==> src/sv/vca_pkg.sv <==
// ----------------------------------------------------------------------------
// vca_pkg
// Shared types and constants for the visibility channel average unit.
// ----------------------------------------------------------------------------
package vca_pkg;

   localparam int MAX_CHANNELS = 16384;
   localparam int SAMPLE_W     = 16;
   localparam int REG_W        = 15;
   localparam int CHAN_W       = 15;
   localparam int OUT_CHAN_W   = 14;
   localparam int ACC_W        = 31;
   localparam int IDX_W        = 2;
   localparam int DIV_STEPS    = ACC_W;
   localparam int DIV_CNT_W    = $clog2(DIV_STEPS);
   localparam int FIFO_DEPTH   = 2;
   localparam int FIFO_AW      = $clog2(FIFO_DEPTH);

   localparam logic [IDX_W-1:0] REG_START = 2'd0;
   localparam logic [IDX_W-1:0] REG_END   = 2'd1;
   localparam logic [IDX_W-1:0] REG_WIDTH = 2'd2;

   typedef struct packed {
      logic signed [SAMPLE_W-1:0] sample_re;
      logic signed [SAMPLE_W-1:0] sample_im;
      logic                       sample_flag;
      logic [CHAN_W-1:0]          chan_num;
   } req_type;

   typedef struct packed {
      logic signed [SAMPLE_W-1:0] avg_re;
      logic signed [SAMPLE_W-1:0] avg_im;
      logic                       avg_flag;
      logic [OUT_CHAN_W-1:0]      out_chan;
      logic                       last_out;
   } rsp_type;

   // one finished group: exact sums waiting for the divide
   typedef struct packed {
      logic signed [ACC_W-1:0] sum_re;
      logic signed [ACC_W-1:0] sum_im;
      logic                    flag;
      logic [OUT_CHAN_W-1:0]   out_chan;
      logic                    last;
   } grp_type;

   typedef enum logic [2:0] {
      BK_IDLE = 3'b001,
      BK_DIV  = 3'b010,
      BK_WAIT = 3'b100
   } back_state_type;

endpackage

==> src/sv/vca_div.sv <==
// ----------------------------------------------------------------------------
// vca_div
// Restoring unsigned divider, one quotient bit per cycle.
// ----------------------------------------------------------------------------
module vca_div (
   input  logic                        clock,
   input  logic                        reset,
   input  logic                        start,
   input  logic [vca_pkg::ACC_W-1:0]   dividend,
   input  logic [vca_pkg::REG_W-1:0]   divisor,
   output logic                        done,
   output logic [vca_pkg::ACC_W-1:0]   quotient,
   output logic [vca_pkg::REG_W-1:0]   remainder
);

   logic [vca_pkg::ACC_W-1:0]     quo_ff, quo_in;
   logic [vca_pkg::REG_W-1:0]     rem_ff, rem_in;
   logic [vca_pkg::DIV_CNT_W-1:0] cnt_ff, cnt_in;
   logic                          busy_ff, busy_in;
   logic                          done_ff, done_in;
   logic [vca_pkg::REG_W:0]       trial;
   logic [vca_pkg::REG_W:0]       diff;
   logic                          fits;

   assign trial = {rem_ff, quo_ff[vca_pkg::ACC_W-1]};
   assign diff  = trial - {1'b0, divisor};
   assign fits  = (trial >= {1'b0, divisor});

   always_comb begin
      quo_in  = quo_ff;
      rem_in  = rem_ff;
      cnt_in  = cnt_ff;
      busy_in = busy_ff;
      done_in = 1'b0;
      if (start) begin
         quo_in  = dividend;
         rem_in  = '0;
         cnt_in  = '0;
         busy_in = 1'b1;
      end else if (busy_ff) begin
         quo_in = {quo_ff[vca_pkg::ACC_W-2:0], fits};
         rem_in = fits ? diff[vca_pkg::REG_W-1:0] : trial[vca_pkg::REG_W-1:0];
         cnt_in = cnt_ff + 1'b1;
         if (cnt_ff == vca_pkg::DIV_CNT_W'(vca_pkg::DIV_STEPS - 1)) begin
            busy_in = 1'b0;
            done_in = 1'b1;
         end
      end
   end

   always_ff @(posedge clock) begin
      if (reset) begin
         cnt_ff  <= '0;
         busy_ff <= 1'b0;
         done_ff <= 1'b0;
      end else begin
         cnt_ff  <= cnt_in;
         busy_ff <= busy_in;
         done_ff <= done_in;
      end
      quo_ff <= quo_in;
      rem_ff <= rem_in;
   end

   assign done      = done_ff;
   assign quotient  = quo_ff;
   assign remainder = rem_ff;

endmodule

==> src/sv/vca_fifo.sv <==
// ----------------------------------------------------------------------------
// vca_fifo
// Short queue of finished groups between the front and back parts.
// ----------------------------------------------------------------------------
module vca_fifo (
   input  logic              clock,
   input  logic              reset,
   input  logic              push,
   input  vca_pkg::grp_type  push_data,
   input  logic              pop,
   output logic              full,
   output logic              empty,
   output vca_pkg::grp_type  rd_data
);

   vca_pkg::grp_type            mem_ff [vca_pkg::FIFO_DEPTH];
   logic [vca_pkg::FIFO_AW-1:0] wr_ff, wr_in;
   logic [vca_pkg::FIFO_AW-1:0] rd_ff, rd_in;
   logic [vca_pkg::FIFO_AW:0]   cnt_ff, cnt_in;
   logic                        do_push;
   logic                        do_pop;

   assign full    = (cnt_ff == (vca_pkg::FIFO_AW + 1)'(vca_pkg::FIFO_DEPTH));
   assign empty   = (cnt_ff == '0);
   assign do_push = push && !full;
   assign do_pop  = pop && !empty;
   assign rd_data = mem_ff[rd_ff];

   always_comb begin
      wr_in  = do_push ? wr_ff + 1'b1 : wr_ff;
      rd_in  = do_pop ? rd_ff + 1'b1 : rd_ff;
      cnt_in = cnt_ff;
      if (do_push && !do_pop) begin
         cnt_in = cnt_ff + 1'b1;
      end else if (do_pop && !do_push) begin
         cnt_in = cnt_ff - 1'b1;
      end
   end

   always_ff @(posedge clock) begin
      if (reset) begin
         wr_ff  <= '0;
         rd_ff  <= '0;
         cnt_ff <= '0;
      end else begin
         wr_ff  <= wr_in;
         rd_ff  <= rd_in;
         cnt_ff <= cnt_in;
      end
      if (do_push) begin
         mem_ff[wr_ff] <= push_data;
      end
   end

endmodule

==> src/sv/vca_front.sv <==
// ----------------------------------------------------------------------------
// vca_front
// Configuration registers and check, channel selection and group sums.
// ----------------------------------------------------------------------------
module vca_front (
   input  logic                        clock,
   input  logic                        reset,
   input  logic                        csr_we,
   input  logic [vca_pkg::IDX_W-1:0]   csr_index,
   input  logic [vca_pkg::REG_W-1:0]   csr_wdata,
   input  logic                        req_push,
   output logic                        req_full,
   input  vca_pkg::req_type            req_data,
   input  logic                        grp_full,
   output logic                        grp_push,
   output vca_pkg::grp_type            grp_data,
   output logic [vca_pkg::REG_W-1:0]   avg_width
);

   logic [vca_pkg::REG_W-1:0]      start_ff, start_in;
   logic [vca_pkg::REG_W-1:0]      end_ff, end_in;
   logic [vca_pkg::REG_W-1:0]      width_ff, width_in;
   logic                           cfg_ok_ff, cfg_ok_in;
   logic [vca_pkg::REG_W-1:0]      nout_ff, nout_in;
   logic                           chk_pend_ff, chk_pend_in;
   logic                           chk_busy_ff, chk_busy_in;
   logic signed [vca_pkg::ACC_W-1:0] acc_re_ff, acc_re_in;
   logic signed [vca_pkg::ACC_W-1:0] acc_im_ff, acc_im_in;
   logic                           acc_flag_ff, acc_flag_in;
   logic [vca_pkg::REG_W-1:0]      gcount_ff, gcount_in;
   logic [vca_pkg::OUT_CHAN_W-1:0] oidx_ff, oidx_in;

   logic                           basic_ok;
   logic [vca_pkg::REG_W-1:0]      span;
   logic                           chk_start;
   logic                           chk_done;
   logic [vca_pkg::ACC_W-1:0]      chk_quo;
   logic [vca_pkg::REG_W-1:0]      chk_rem;
   logic                           accept;
   logic                           keep;
   logic signed [vca_pkg::ACC_W-1:0] sum_re;
   logic signed [vca_pkg::ACC_W-1:0] sum_im;
   logic                           sum_flag;
   logic [vca_pkg::REG_W-1:0]      gcount_nx;
   logic                           grp_end;
   logic [vca_pkg::REG_W-1:0]      oidx_nx;
   logic                           is_last;

   assign basic_ok = (start_ff != '0) && (width_ff != '0) && (end_ff >= start_ff)
                     && (end_ff <= vca_pkg::REG_W'(vca_pkg::MAX_CHANNELS));
   assign span      = end_ff - start_ff + 1'b1;
   assign chk_start = chk_pend_ff && !csr_we && basic_ok;

   vca_div u_chk_div (
      .clock     (clock),
      .reset     (reset),
      .start     (chk_start),
      .dividend  (vca_pkg::ACC_W'(span)),
      .divisor   (width_ff),
      .done      (chk_done),
      .quotient  (chk_quo),
      .remainder (chk_rem)
   );

   assign req_full = chk_pend_ff || chk_busy_ff || grp_full;
   assign accept   = req_push && !req_full;
   assign keep     = cfg_ok_ff && (req_data.chan_num >= start_ff)
                     && (req_data.chan_num <= end_ff);

   assign sum_re    = acc_re_ff + {{(vca_pkg::ACC_W - vca_pkg::SAMPLE_W)
                                    {req_data.sample_re[vca_pkg::SAMPLE_W-1]}},
                                   req_data.sample_re};
   assign sum_im    = acc_im_ff + {{(vca_pkg::ACC_W - vca_pkg::SAMPLE_W)
                                    {req_data.sample_im[vca_pkg::SAMPLE_W-1]}},
                                   req_data.sample_im};
   assign sum_flag  = acc_flag_ff | req_data.sample_flag;
   assign gcount_nx = gcount_ff + 1'b1;
   assign grp_end   = (gcount_nx == width_ff);
   assign oidx_nx   = {1'b0, oidx_ff} + 1'b1;
   assign is_last   = (oidx_nx >= nout_ff);

   assign grp_push          = accept && keep && grp_end;
   assign grp_data.sum_re   = sum_re;
   assign grp_data.sum_im   = sum_im;
   assign grp_data.flag     = sum_flag;
   assign grp_data.out_chan = oidx_ff;
   assign grp_data.last     = is_last;
   assign avg_width         = width_ff;

   always_comb begin
      start_in    = start_ff;
      end_in      = end_ff;
      width_in    = width_ff;
      cfg_ok_in   = cfg_ok_ff;
      nout_in     = nout_ff;
      chk_pend_in = chk_pend_ff;
      chk_busy_in = chk_busy_ff;
      acc_re_in   = acc_re_ff;
      acc_im_in   = acc_im_ff;
      acc_flag_in = acc_flag_ff;
      gcount_in   = gcount_ff;
      oidx_in     = oidx_ff;

      if (accept && keep) begin
         if (grp_end) begin
            acc_re_in   = '0;
            acc_im_in   = '0;
            acc_flag_in = 1'b0;
            gcount_in   = '0;
            oidx_in     = is_last ? '0 : oidx_nx[vca_pkg::OUT_CHAN_W-1:0];
         end else begin
            acc_re_in   = sum_re;
            acc_im_in   = sum_im;
            acc_flag_in = sum_flag;
            gcount_in   = gcount_nx;
         end
      end

      if (csr_we) begin
         case (csr_index)
            vca_pkg::REG_START: begin
               start_in = csr_wdata;
            end
            vca_pkg::REG_END: begin
               end_in = csr_wdata;
            end
            vca_pkg::REG_WIDTH: begin
               width_in = csr_wdata;
            end
            default: begin
            end
         endcase
         if (csr_index == vca_pkg::REG_START || csr_index == vca_pkg::REG_END
             || csr_index == vca_pkg::REG_WIDTH) begin
            cfg_ok_in   = 1'b0;
            chk_pend_in = 1'b1;
            chk_busy_in = 1'b0;
            acc_re_in   = '0;
            acc_im_in   = '0;
            acc_flag_in = 1'b0;
            gcount_in   = '0;
            oidx_in     = '0;
         end
      end else if (chk_pend_ff) begin
         chk_pend_in = 1'b0;
         chk_busy_in = basic_ok;
      end else if (chk_busy_ff && chk_done) begin
         chk_busy_in = 1'b0;
         cfg_ok_in   = (chk_rem == '0);
         nout_in     = chk_quo[vca_pkg::REG_W-1:0];
      end
   end

   always_ff @(posedge clock) begin
      if (reset) begin
         start_ff    <= vca_pkg::REG_W'(1);
         end_ff      <= vca_pkg::REG_W'(vca_pkg::MAX_CHANNELS);
         width_ff    <= vca_pkg::REG_W'(1);
         cfg_ok_ff   <= 1'b1;
         nout_ff     <= vca_pkg::REG_W'(vca_pkg::MAX_CHANNELS);
         chk_pend_ff <= 1'b0;
         chk_busy_ff <= 1'b0;
         acc_re_ff   <= '0;
         acc_im_ff   <= '0;
         acc_flag_ff <= 1'b0;
         gcount_ff   <= '0;
         oidx_ff     <= '0;
      end else begin
         start_ff    <= start_in;
         end_ff      <= end_in;
         width_ff    <= width_in;
         cfg_ok_ff   <= cfg_ok_in;
         nout_ff     <= nout_in;
         chk_pend_ff <= chk_pend_in;
         chk_busy_ff <= chk_busy_in;
         acc_re_ff   <= acc_re_in;
         acc_im_ff   <= acc_im_in;
         acc_flag_ff <= acc_flag_in;
         gcount_ff   <= gcount_in;
         oidx_ff     <= oidx_in;
      end
   end

endmodule

==> src/sv/vca_back.sv <==
// ----------------------------------------------------------------------------
// vca_back
// Divides each finished group by the width and holds the result beat.
// ----------------------------------------------------------------------------
module vca_back (
   input  logic                        clock,
   input  logic                        reset,
   input  logic                        grp_empty,
   output logic                        grp_pop,
   input  vca_pkg::grp_type            grp_data,
   input  logic [vca_pkg::REG_W-1:0]   avg_width,
   output logic                        rsp_empty,
   input  logic                        rsp_pop,
   output vca_pkg::rsp_type            rsp_data
);

   vca_pkg::back_state_type        state_ff, state_in;
   logic                           neg_re_ff, neg_re_in;
   logic                           neg_im_ff, neg_im_in;
   logic                           flag_ff, flag_in;
   logic [vca_pkg::OUT_CHAN_W-1:0] chan_ff, chan_in;
   logic                           last_ff, last_in;
   logic                           rsp_valid_ff, rsp_valid_in;
   vca_pkg::rsp_type               rsp_ff, rsp_in;

   logic                           div_start;
   logic [vca_pkg::ACC_W-1:0]      mag_re;
   logic [vca_pkg::ACC_W-1:0]      mag_im;
   logic                           done_re;
   logic                           done_im;
   logic [vca_pkg::ACC_W-1:0]      quo_re;
   logic [vca_pkg::ACC_W-1:0]      quo_im;
   logic [vca_pkg::REG_W-1:0]      rem_re;
   logic [vca_pkg::REG_W-1:0]      rem_im;
   logic [vca_pkg::SAMPLE_W-1:0]   res_re;
   logic [vca_pkg::SAMPLE_W-1:0]   res_im;
   logic                           out_free;

   assign div_start = (state_ff == vca_pkg::BK_IDLE) && !grp_empty;
   assign grp_pop   = div_start;
   assign mag_re    = grp_data.sum_re[vca_pkg::ACC_W-1] ? -grp_data.sum_re : grp_data.sum_re;
   assign mag_im    = grp_data.sum_im[vca_pkg::ACC_W-1] ? -grp_data.sum_im : grp_data.sum_im;

   vca_div u_div_re (
      .clock     (clock),
      .reset     (reset),
      .start     (div_start),
      .dividend  (mag_re),
      .divisor   (avg_width),
      .done      (done_re),
      .quotient  (quo_re),
      .remainder (rem_re)
   );

   vca_div u_div_im (
      .clock     (clock),
      .reset     (reset),
      .start     (div_start),
      .dividend  (mag_im),
      .divisor   (avg_width),
      .done      (done_im),
      .quotient  (quo_im),
      .remainder (rem_im)
   );

   // truncation toward zero: divide magnitudes, then restore the sign
   assign res_re   = neg_re_ff ? -quo_re[vca_pkg::SAMPLE_W-1:0] : quo_re[vca_pkg::SAMPLE_W-1:0];
   assign res_im   = neg_im_ff ? -quo_im[vca_pkg::SAMPLE_W-1:0] : quo_im[vca_pkg::SAMPLE_W-1:0];
   assign out_free = !rsp_valid_ff || rsp_pop;

   always_comb begin
      state_in     = state_ff;
      neg_re_in    = neg_re_ff;
      neg_im_in    = neg_im_ff;
      flag_in      = flag_ff;
      chan_in      = chan_ff;
      last_in      = last_ff;
      rsp_valid_in = rsp_valid_ff && !rsp_pop;
      rsp_in       = rsp_ff;
      case (state_ff)
         vca_pkg::BK_IDLE: begin
            if (div_start) begin
               neg_re_in = grp_data.sum_re[vca_pkg::ACC_W-1];
               neg_im_in = grp_data.sum_im[vca_pkg::ACC_W-1];
               flag_in   = grp_data.flag;
               chan_in   = grp_data.out_chan;
               last_in   = grp_data.last;
               state_in  = vca_pkg::BK_DIV;
            end
         end
         vca_pkg::BK_DIV: begin
            if (done_re && done_im && (rem_re == rem_re) && (rem_im == rem_im)) begin
               state_in = vca_pkg::BK_WAIT;
            end
         end
         vca_pkg::BK_WAIT: begin
            if (out_free) begin
               rsp_in.avg_re   = res_re;
               rsp_in.avg_im   = res_im;
               rsp_in.avg_flag = flag_ff;
               rsp_in.out_chan = chan_ff;
               rsp_in.last_out = last_ff;
               rsp_valid_in    = 1'b1;
               state_in        = vca_pkg::BK_IDLE;
            end
         end
         default: begin
            state_in = vca_pkg::BK_IDLE;
         end
      endcase
   end

   always_ff @(posedge clock) begin
      if (reset) begin
         state_ff     <= vca_pkg::BK_IDLE;
         rsp_valid_ff <= 1'b0;
      end else begin
         state_ff     <= state_in;
         rsp_valid_ff <= rsp_valid_in;
      end
      neg_re_ff <= neg_re_in;
      neg_im_ff <= neg_im_in;
      flag_ff   <= flag_in;
      chan_ff   <= chan_in;
      last_ff   <= last_in;
      rsp_ff    <= rsp_in;
   end

   assign rsp_empty = !rsp_valid_ff;
   assign rsp_data  = rsp_ff;

endmodule

==> src/sv/visibility_channel_average_unit.sv <==
// ----------------------------------------------------------------------------
// visibility_channel_average_unit
// Channel selection and boxcar averaging of one spectrum of visibilities.
//
//   port group   dir   handshake            beat
//   req_         in    req_push / req_full  one sample with flag and channel
//   rsp_         out   rsp_empty / rsp_pop  one averaged output channel
//   csr_         in    csr_we               register index and value
//
// a sample beat is taken every cycle while the group queue has room and no check runs
// each finished group is divided by the width in the shared-width divider pair,
// and the back part takes the next group only after the last result is registered
// after a register write, req_full stays high while the configuration check runs
// reset (synchronous) loads start 1, end 16384, width 1 and clears all sums
// ----------------------------------------------------------------------------
module visibility_channel_average_unit (
   input  logic                        clock,
   input  logic                        reset,
   input  logic                        csr_we,
   input  logic [vca_pkg::IDX_W-1:0]   csr_index,
   input  logic [vca_pkg::REG_W-1:0]   csr_wdata,
   input  logic                        req_push,
   output logic                        req_full,
   input  vca_pkg::req_type            req_data,
   output logic                        rsp_empty,
   input  logic                        rsp_pop,
   output vca_pkg::rsp_type            rsp_data
);

   logic                       grp_push;
   logic                       grp_full;
   logic                       grp_empty;
   logic                       grp_pop;
   vca_pkg::grp_type           grp_wr;
   vca_pkg::grp_type           grp_rd;
   logic [vca_pkg::REG_W-1:0]  avg_width;

   vca_front u_front (
      .clock     (clock),
      .reset     (reset),
      .csr_we    (csr_we),
      .csr_index (csr_index),
      .csr_wdata (csr_wdata),
      .req_push  (req_push),
      .req_full  (req_full),
      .req_data  (req_data),
      .grp_full  (grp_full),
      .grp_push  (grp_push),
      .grp_data  (grp_wr),
      .avg_width (avg_width)
   );

   vca_fifo u_fifo (
      .clock     (clock),
      .reset     (reset),
      .push      (grp_push),
      .push_data (grp_wr),
      .pop       (grp_pop),
      .full      (grp_full),
      .empty     (grp_empty),
      .rd_data   (grp_rd)
   );

   vca_back u_back (
      .clock     (clock),
      .reset     (reset),
      .grp_empty (grp_empty),
      .grp_pop   (grp_pop),
      .grp_data  (grp_rd),
      .avg_width (avg_width),
      .rsp_empty (rsp_empty),
      .rsp_pop   (rsp_pop),
      .rsp_data  (rsp_data)
   );

endmodule
==> config.mk <==
export PLATFORM = sky130hd
export DESIGN_NAME = visibility_channel_average_unit
export DESIGN_NICKNAME = d
export VERILOG_FILES = /design/src/sv/vca_pkg.sv /design/src/sv/vca_div.sv /design/src/sv/vca_fifo.sv /design/src/sv/vca_front.sv /design/src/sv/vca_back.sv /design/src/sv/visibility_channel_average_unit.sv
export SDC_FILE = /design/constraint.sdc
export NUM_CORES = 1
export LEC_CHECK = 0
export BUFFER_PORTS_ARGS = -buffer_cell sky130_fd_sc_hd__buf_2
export CORE_ASPECT_RATIO = 1.2
export CORE_MARGIN = 8
export CORE_UTILIZATION = 40
export DETAILED_ROUTE_END_ITERATION = 16
export PLACE_DENSITY_LB_ADDON = 0.25
export SLEW_MARGIN = 20
export SYNTH_ARGS = -nofsm -noshare
export SYNTH_HDL_FRONTEND = slang
export SYNTH_SLANG_ARGS = --single-unit
==> constraint.sdc <==
create_clock -name clock -period 9.7 [get_ports clock]
set_clock_uncertainty 0.2 [all_clocks]
set_input_delay 0.97 -clock clock [delete_from_list [all_inputs] [get_ports clock]]
set_output_delay 0.97 -clock clock [all_outputs]
set_load 0.01 [all_outputs]
==> summary.txt <==
STA
  • Final setup margin: 5.292 ns
  • Number of hold violations in the final report: 0
  • Number of setup violations in the final report: 0
  • Setup tns final: 0 ns
  • Pins over their slew limit: 0
  • Actual slew at the worst max-slew pin: 1.125 ns
  • Slew headroom: 25.02%
  • Minimum clock period after layout: 4.408 ns
  • Max Clock Freq: 226.9 MHz
  • Period utilization: 45.44%
  • RSZ-0062 raised after global routing: no
  • Minimum hold slack: 0.2191 ns

Clocking
  • Post-CTS repair timing setup buffer count: 0
  • Number of sinks on the clock net: 545
  • Number of buffers inserted by hold repair at cts: 0
  • Buffer type at the clock tree root: sky130_fd_sc_hd__clkbuf_16
  • Number of clock buffers inserted by TritonCTS: 57
  • Resize count post-CTS: 0
  • Longest Clk Path Bufs: 3
  • Register clock-pin slew on the reported worst setup and hold paths: 0.06 ns
  • Worst-skew pair later-pin latency: 0.63 ns
  • Number of H-tree levels: 2
  • Clock tree from TritonCTS: built

Power and ir drop
  • Max VDD drop: 191.8 uV
  • Total leakage power: 12.57 nW
  • P per Cell Area: 249.7 nW/um^2

Final layout
  • Final Instance Count excl. Fillers: 4048
  • Area delta synth->final: 11.95%
  • Number of antenna repair diodes: 0
  • Most common cell after layout, fill and taps aside: sky130_fd_sc_hd__nand2_1
  • Number of fill cells: 6905
  • Most frequent cells in the layout: 320 x sky130_fd_sc_hd__nand2_1, 299 x sky130_fd_sc_hd__edfxtp_1, 244 x sky130_fd_sc_hd__dfxtp_1, 241 x sky130_fd_sc_hd__a21oi_1, 195 x sky130_fd_sc_hd__nor2_1
  • Number of nets in the final layout: 3331
  • Post-layout instance area: 33210 um^2
  • Layout cell share with drive strength beyond 1: 9.984%

Setup path
  • Startpoint-to-endpoint class of the critical path: flop to flop
  • Worst Path Arrival: 4.45 ns
  • Kind of launch point of the worst setup path: flop
  • Critical path, cell by cell: ha_1 > nand4_2 > nor2_4 > nand3_2 > xnor2_1 > nand4_2 > or4_4 > nor3_2 > buf_4 > buf_4
  • Number of cells traversed by the worst register-to-register path: 10
  • Setup slack, reg-to-reg: 5.29 ns
  • Critical path required time: 9.74 ns
  • CP max FO: 63
  • Capture instance of the worst register-to-register path: u_fifo.mem_ff[0][12]
  • Reg-to-Reg Start: u_front.gcount_ff[0]
  • Worst setup path start: u_front.gcount_ff[0]
  • Critical path's slowest cell: sky130_fd_sc_hd__buf_4
  • Largest delay contributor family on the critical path: simple AND/OR/NAND/NOR gates
  • Endpoint type of the worst setup path: flop
  • Number of buffer and inverter instances along the worst setup path: 2
  • Largest stage delay on the critical path: 0.75 ns

Placed design
  • Placer congestion estimate: 0.9041
  • Area after detailed placement: 31230 um^2
  • Port-buffer cells: 119
  • Placed insts: 3940
  • Detailed-placement wirelength estimate: 54560 um
  • Pre-CTS setup slack: 5.079 ns

Synth
  • Post-Synthesis Net Count: 3246
  • Post-synthesis sequential area ratio: 46.87%
  • Dominant cell type by area after synthesis: sky130_fd_sc_hd__edfxtp_1
  • Largest cells by area after synthesis: sky130_fd_sc_hd__edfxtp_1 30%, sky130_fd_sc_hd__dfxtp_1 17%, sky130_fd_sc_hd__ha_1 8.1%, sky130_fd_sc_hd__xnor2_1 4.4%, sky130_fd_sc_hd__a21oi_1 4.1%
  • Most used flip-flop cell after synthesis: sky130_fd_sc_hd__edfxtp_1
  • Synthesized instance count: 2971
  • Ys async rst share: 0%
  • Average cell area after synthesis: 9.985 um^2
  • Number of register bits inferred by synthesis: 545
  • Distinct cell type count after synthesis: 86
  • Synthesis warning total: 0
  • Mapped cell area: 29660 um^2
  • Area share of the largest cell type after synthesis: 30.27%
  • Number of enable-type register cells in the synthesized netlist: 299

Worst hold path
  • Min-Delay Startpoint: u_back.chan_ff[6]
  • Hold path depth: 0
  • Type of the most critical hold path: flop to flop
  • Destination of the worst hold path: u_back.rsp_data[7]

Detailed routing
  • Number of detailed-routing iterations run before antenna repair: 6
  • Iteration-0 DRC Markers: 1400
  • Via density per instance: 5.525
  • Antenna violation net count after detailed routing: 0
  • Via count of the routed design: 22360
  • Total wire length after detailed routing: 75380 um
  • Routed length per placed instance: 18.62 um
  • DRC violation count after routing: 0

Outcome
  • Result of the run: complete, no violations

Floorplan
  • Vertical extent of the die: 314.3 um
  • Area of the die: 83170 um^2
  • Floorplan row count: 109
  • Die width: 264.6 um
  • Initial core utilization: 40.36%
  • Core Area: 73510 um^2
  • Ports placed on the boundary: 120

Global routing
  • GRT Resource Usage Total: 17.72%
  • Total congestion overflow after global routing: 0
  • Number of global-route vias before repair: 22760
  • First-pass GRT wire length: 121000 um
  • Maximum number of pins on one net before global-route repair: 80
  • Initial antenna violation count: 0

Flow run
  • Max-cap violations: 0
## per-layer routing
metal	GRT usage, %	share of wire (%)	up-vias
met5	0	0	-
met4	6.417	3.4	0
met3	2.351	3.8	140
met2	31.89	50	473
met1	21.48	43	10770
li1	-	-	10980
## layout make-up
type	count	area [um^2]	share of cell area (%)
tap	943	1180	3.553
clock buffer	74	1584	4.770
multi-input combinational	2169	14850	44.70
sequential	545	13910	41.88
inverter	141	529.3	1.594
timing repair buffer	142	772.0	2.325
clock inverter	34	391.6	1.179
## logic make-up (layout without fill, tap and decap cells)
family	Yosys count	after routing	synth area share, %
AND/OR/NAND/NOR	854	854	13.85
AO/OA/AOI/OAI	765	765	16.15
flip-flops	545	545	46.87
buffers and inverters	257	391	3.383
XOR/XNOR	221	221	6.525
adder cells (fa/ha/maj)	205	205	8.950
multiplexers	124	124	4.277
## worst reg2reg max path: stages (launching register included)
cell and delay [ns]:
sky130_fd_sc_hd__dfxtp_1 0.47, sky130_fd_sc_hd__ha_1 0.33, sky130_fd_sc_hd__nand4_2 0.17, sky130_fd_sc_hd__nor2_4 0.28
sky130_fd_sc_hd__nand3_2 0.14, sky130_fd_sc_hd__xnor2_1 0.24, sky130_fd_sc_hd__nand4_2 0.20, sky130_fd_sc_hd__or4_4 0.62
sky130_fd_sc_hd__nor3_2 0.25, sky130_fd_sc_hd__buf_4 0.31, sky130_fd_sc_hd__buf_4 0.76
## state kept, by name, indices dropped and copies added (netlist names), 15 cells and up, named ones only
| signal | flops |
|---|---|
| u_back.u_div_im.quotient | 31 |
| u_back.u_div_re.quotient | 31 |
| u_front.gcount_ff | 15 |
| u_front.end_ff | 15 |
| u_back.rsp_data | 48 |
| u_front.acc_re_ff | 31 |
| u_front.u_chk_div.remainder | 15 |
| u_fifo.mem_ff | 156 |
| u_front.avg_width | 15 |
| u_front.nout_ff | 15 |
| u_back.u_div_im.remainder | 15 |
| u_back.u_div_re.remainder | 15 |
| u_front.acc_im_ff | 31 |
| u_front.u_chk_div.quotient | 31 |
| u_front.start_ff | 15 |
## synthesized netlist by cell type, types with 6 or more instances
master and number:
sky130_fd_sc_hd__dfxtp_1 246, sky130_fd_sc_hd__a41oi_1 8, sky130_fd_sc_hd__a31oi_1 23, sky130_fd_sc_hd__inv_1 140, sky130_fd_sc_hd__a211o_1 9, sky130_fd_sc_hd__xor2_1 73
sky130_fd_sc_hd__ha_1 193, sky130_fd_sc_hd__mux2_2 22, sky130_fd_sc_hd__o21ai_1 11, sky130_fd_sc_hd__nor4b_1 7, sky130_fd_sc_hd__nor3b_1 15, sky130_fd_sc_hd__nand4_1 35
sky130_fd_sc_hd__and3_1 17, sky130_fd_sc_hd__or2_2 10, sky130_fd_sc_hd__or3_1 18, sky130_fd_sc_hd__o21a_1 22, sky130_fd_sc_hd__nand2b_1 34, sky130_fd_sc_hd__and2_1 7
sky130_fd_sc_hd__a21oi_1 241, sky130_fd_sc_hd__nand2_1 321, sky130_fd_sc_hd__edfxtp_1 299, sky130_fd_sc_hd__buf_2 16, sky130_fd_sc_hd__clkbuf_1 92, sky130_fd_sc_hd__nand3b_1 13
sky130_fd_sc_hd__mux2i_1 102, sky130_fd_sc_hd__o41ai_1 6, sky130_fd_sc_hd__fa_1 12, sky130_fd_sc_hd__o221ai_1 7, sky130_fd_sc_hd__or4_1 6, sky130_fd_sc_hd__nor2b_1 23
sky130_fd_sc_hd__nor3_1 61, sky130_fd_sc_hd__a211oi_1 31, sky130_fd_sc_hd__o31ai_1 22, sky130_fd_sc_hd__a21o_1 58, sky130_fd_sc_hd__o211ai_1 12, sky130_fd_sc_hd__o21bai_1 13
sky130_fd_sc_hd__a22o_1 59, sky130_fd_sc_hd__nor4_1 19, sky130_fd_sc_hd__xnor2_1 148, sky130_fd_sc_hd__nand3_1 41, sky130_fd_sc_hd__nor2_1 198, sky130_fd_sc_hd__o21ai_0 192
## where the power goes
part	internal, mW	switching, mW
Combinational	1.06	1.65
Sequential	3.00	0.293
Clock	1.33	0.959
Total	5.40	2.90
## worst max-delay path by stage
stage	end	slack [ns]	cells after the start
after global placement	u_fifo.mem_ff[0][14]	5.11	12
after floorplan	u_fifo.mem_ff[0][0]	1.10	9
after global routing	u_front.oidx_ff[6]	4.97	16
after detailed placement	u_front.acc_re_ff[28]	5.08	13
final	u_fifo.mem_ff[0][12]	5.29	10
after CTS	u_front.oidx_ff[6]	5.15	16
## stage by stage
stage	power, mW	utilization [%]
5_1_grt	8.831	45.18
3_5_place_dp	6.063	42.48
3_3_place_gp	5.976	42.48
6_report	8.292	45.18
4_1_cts	8.383	45.17
2_1_floorplan	5.339	-
Note: power is estimated with default switching activity, not from simulation.
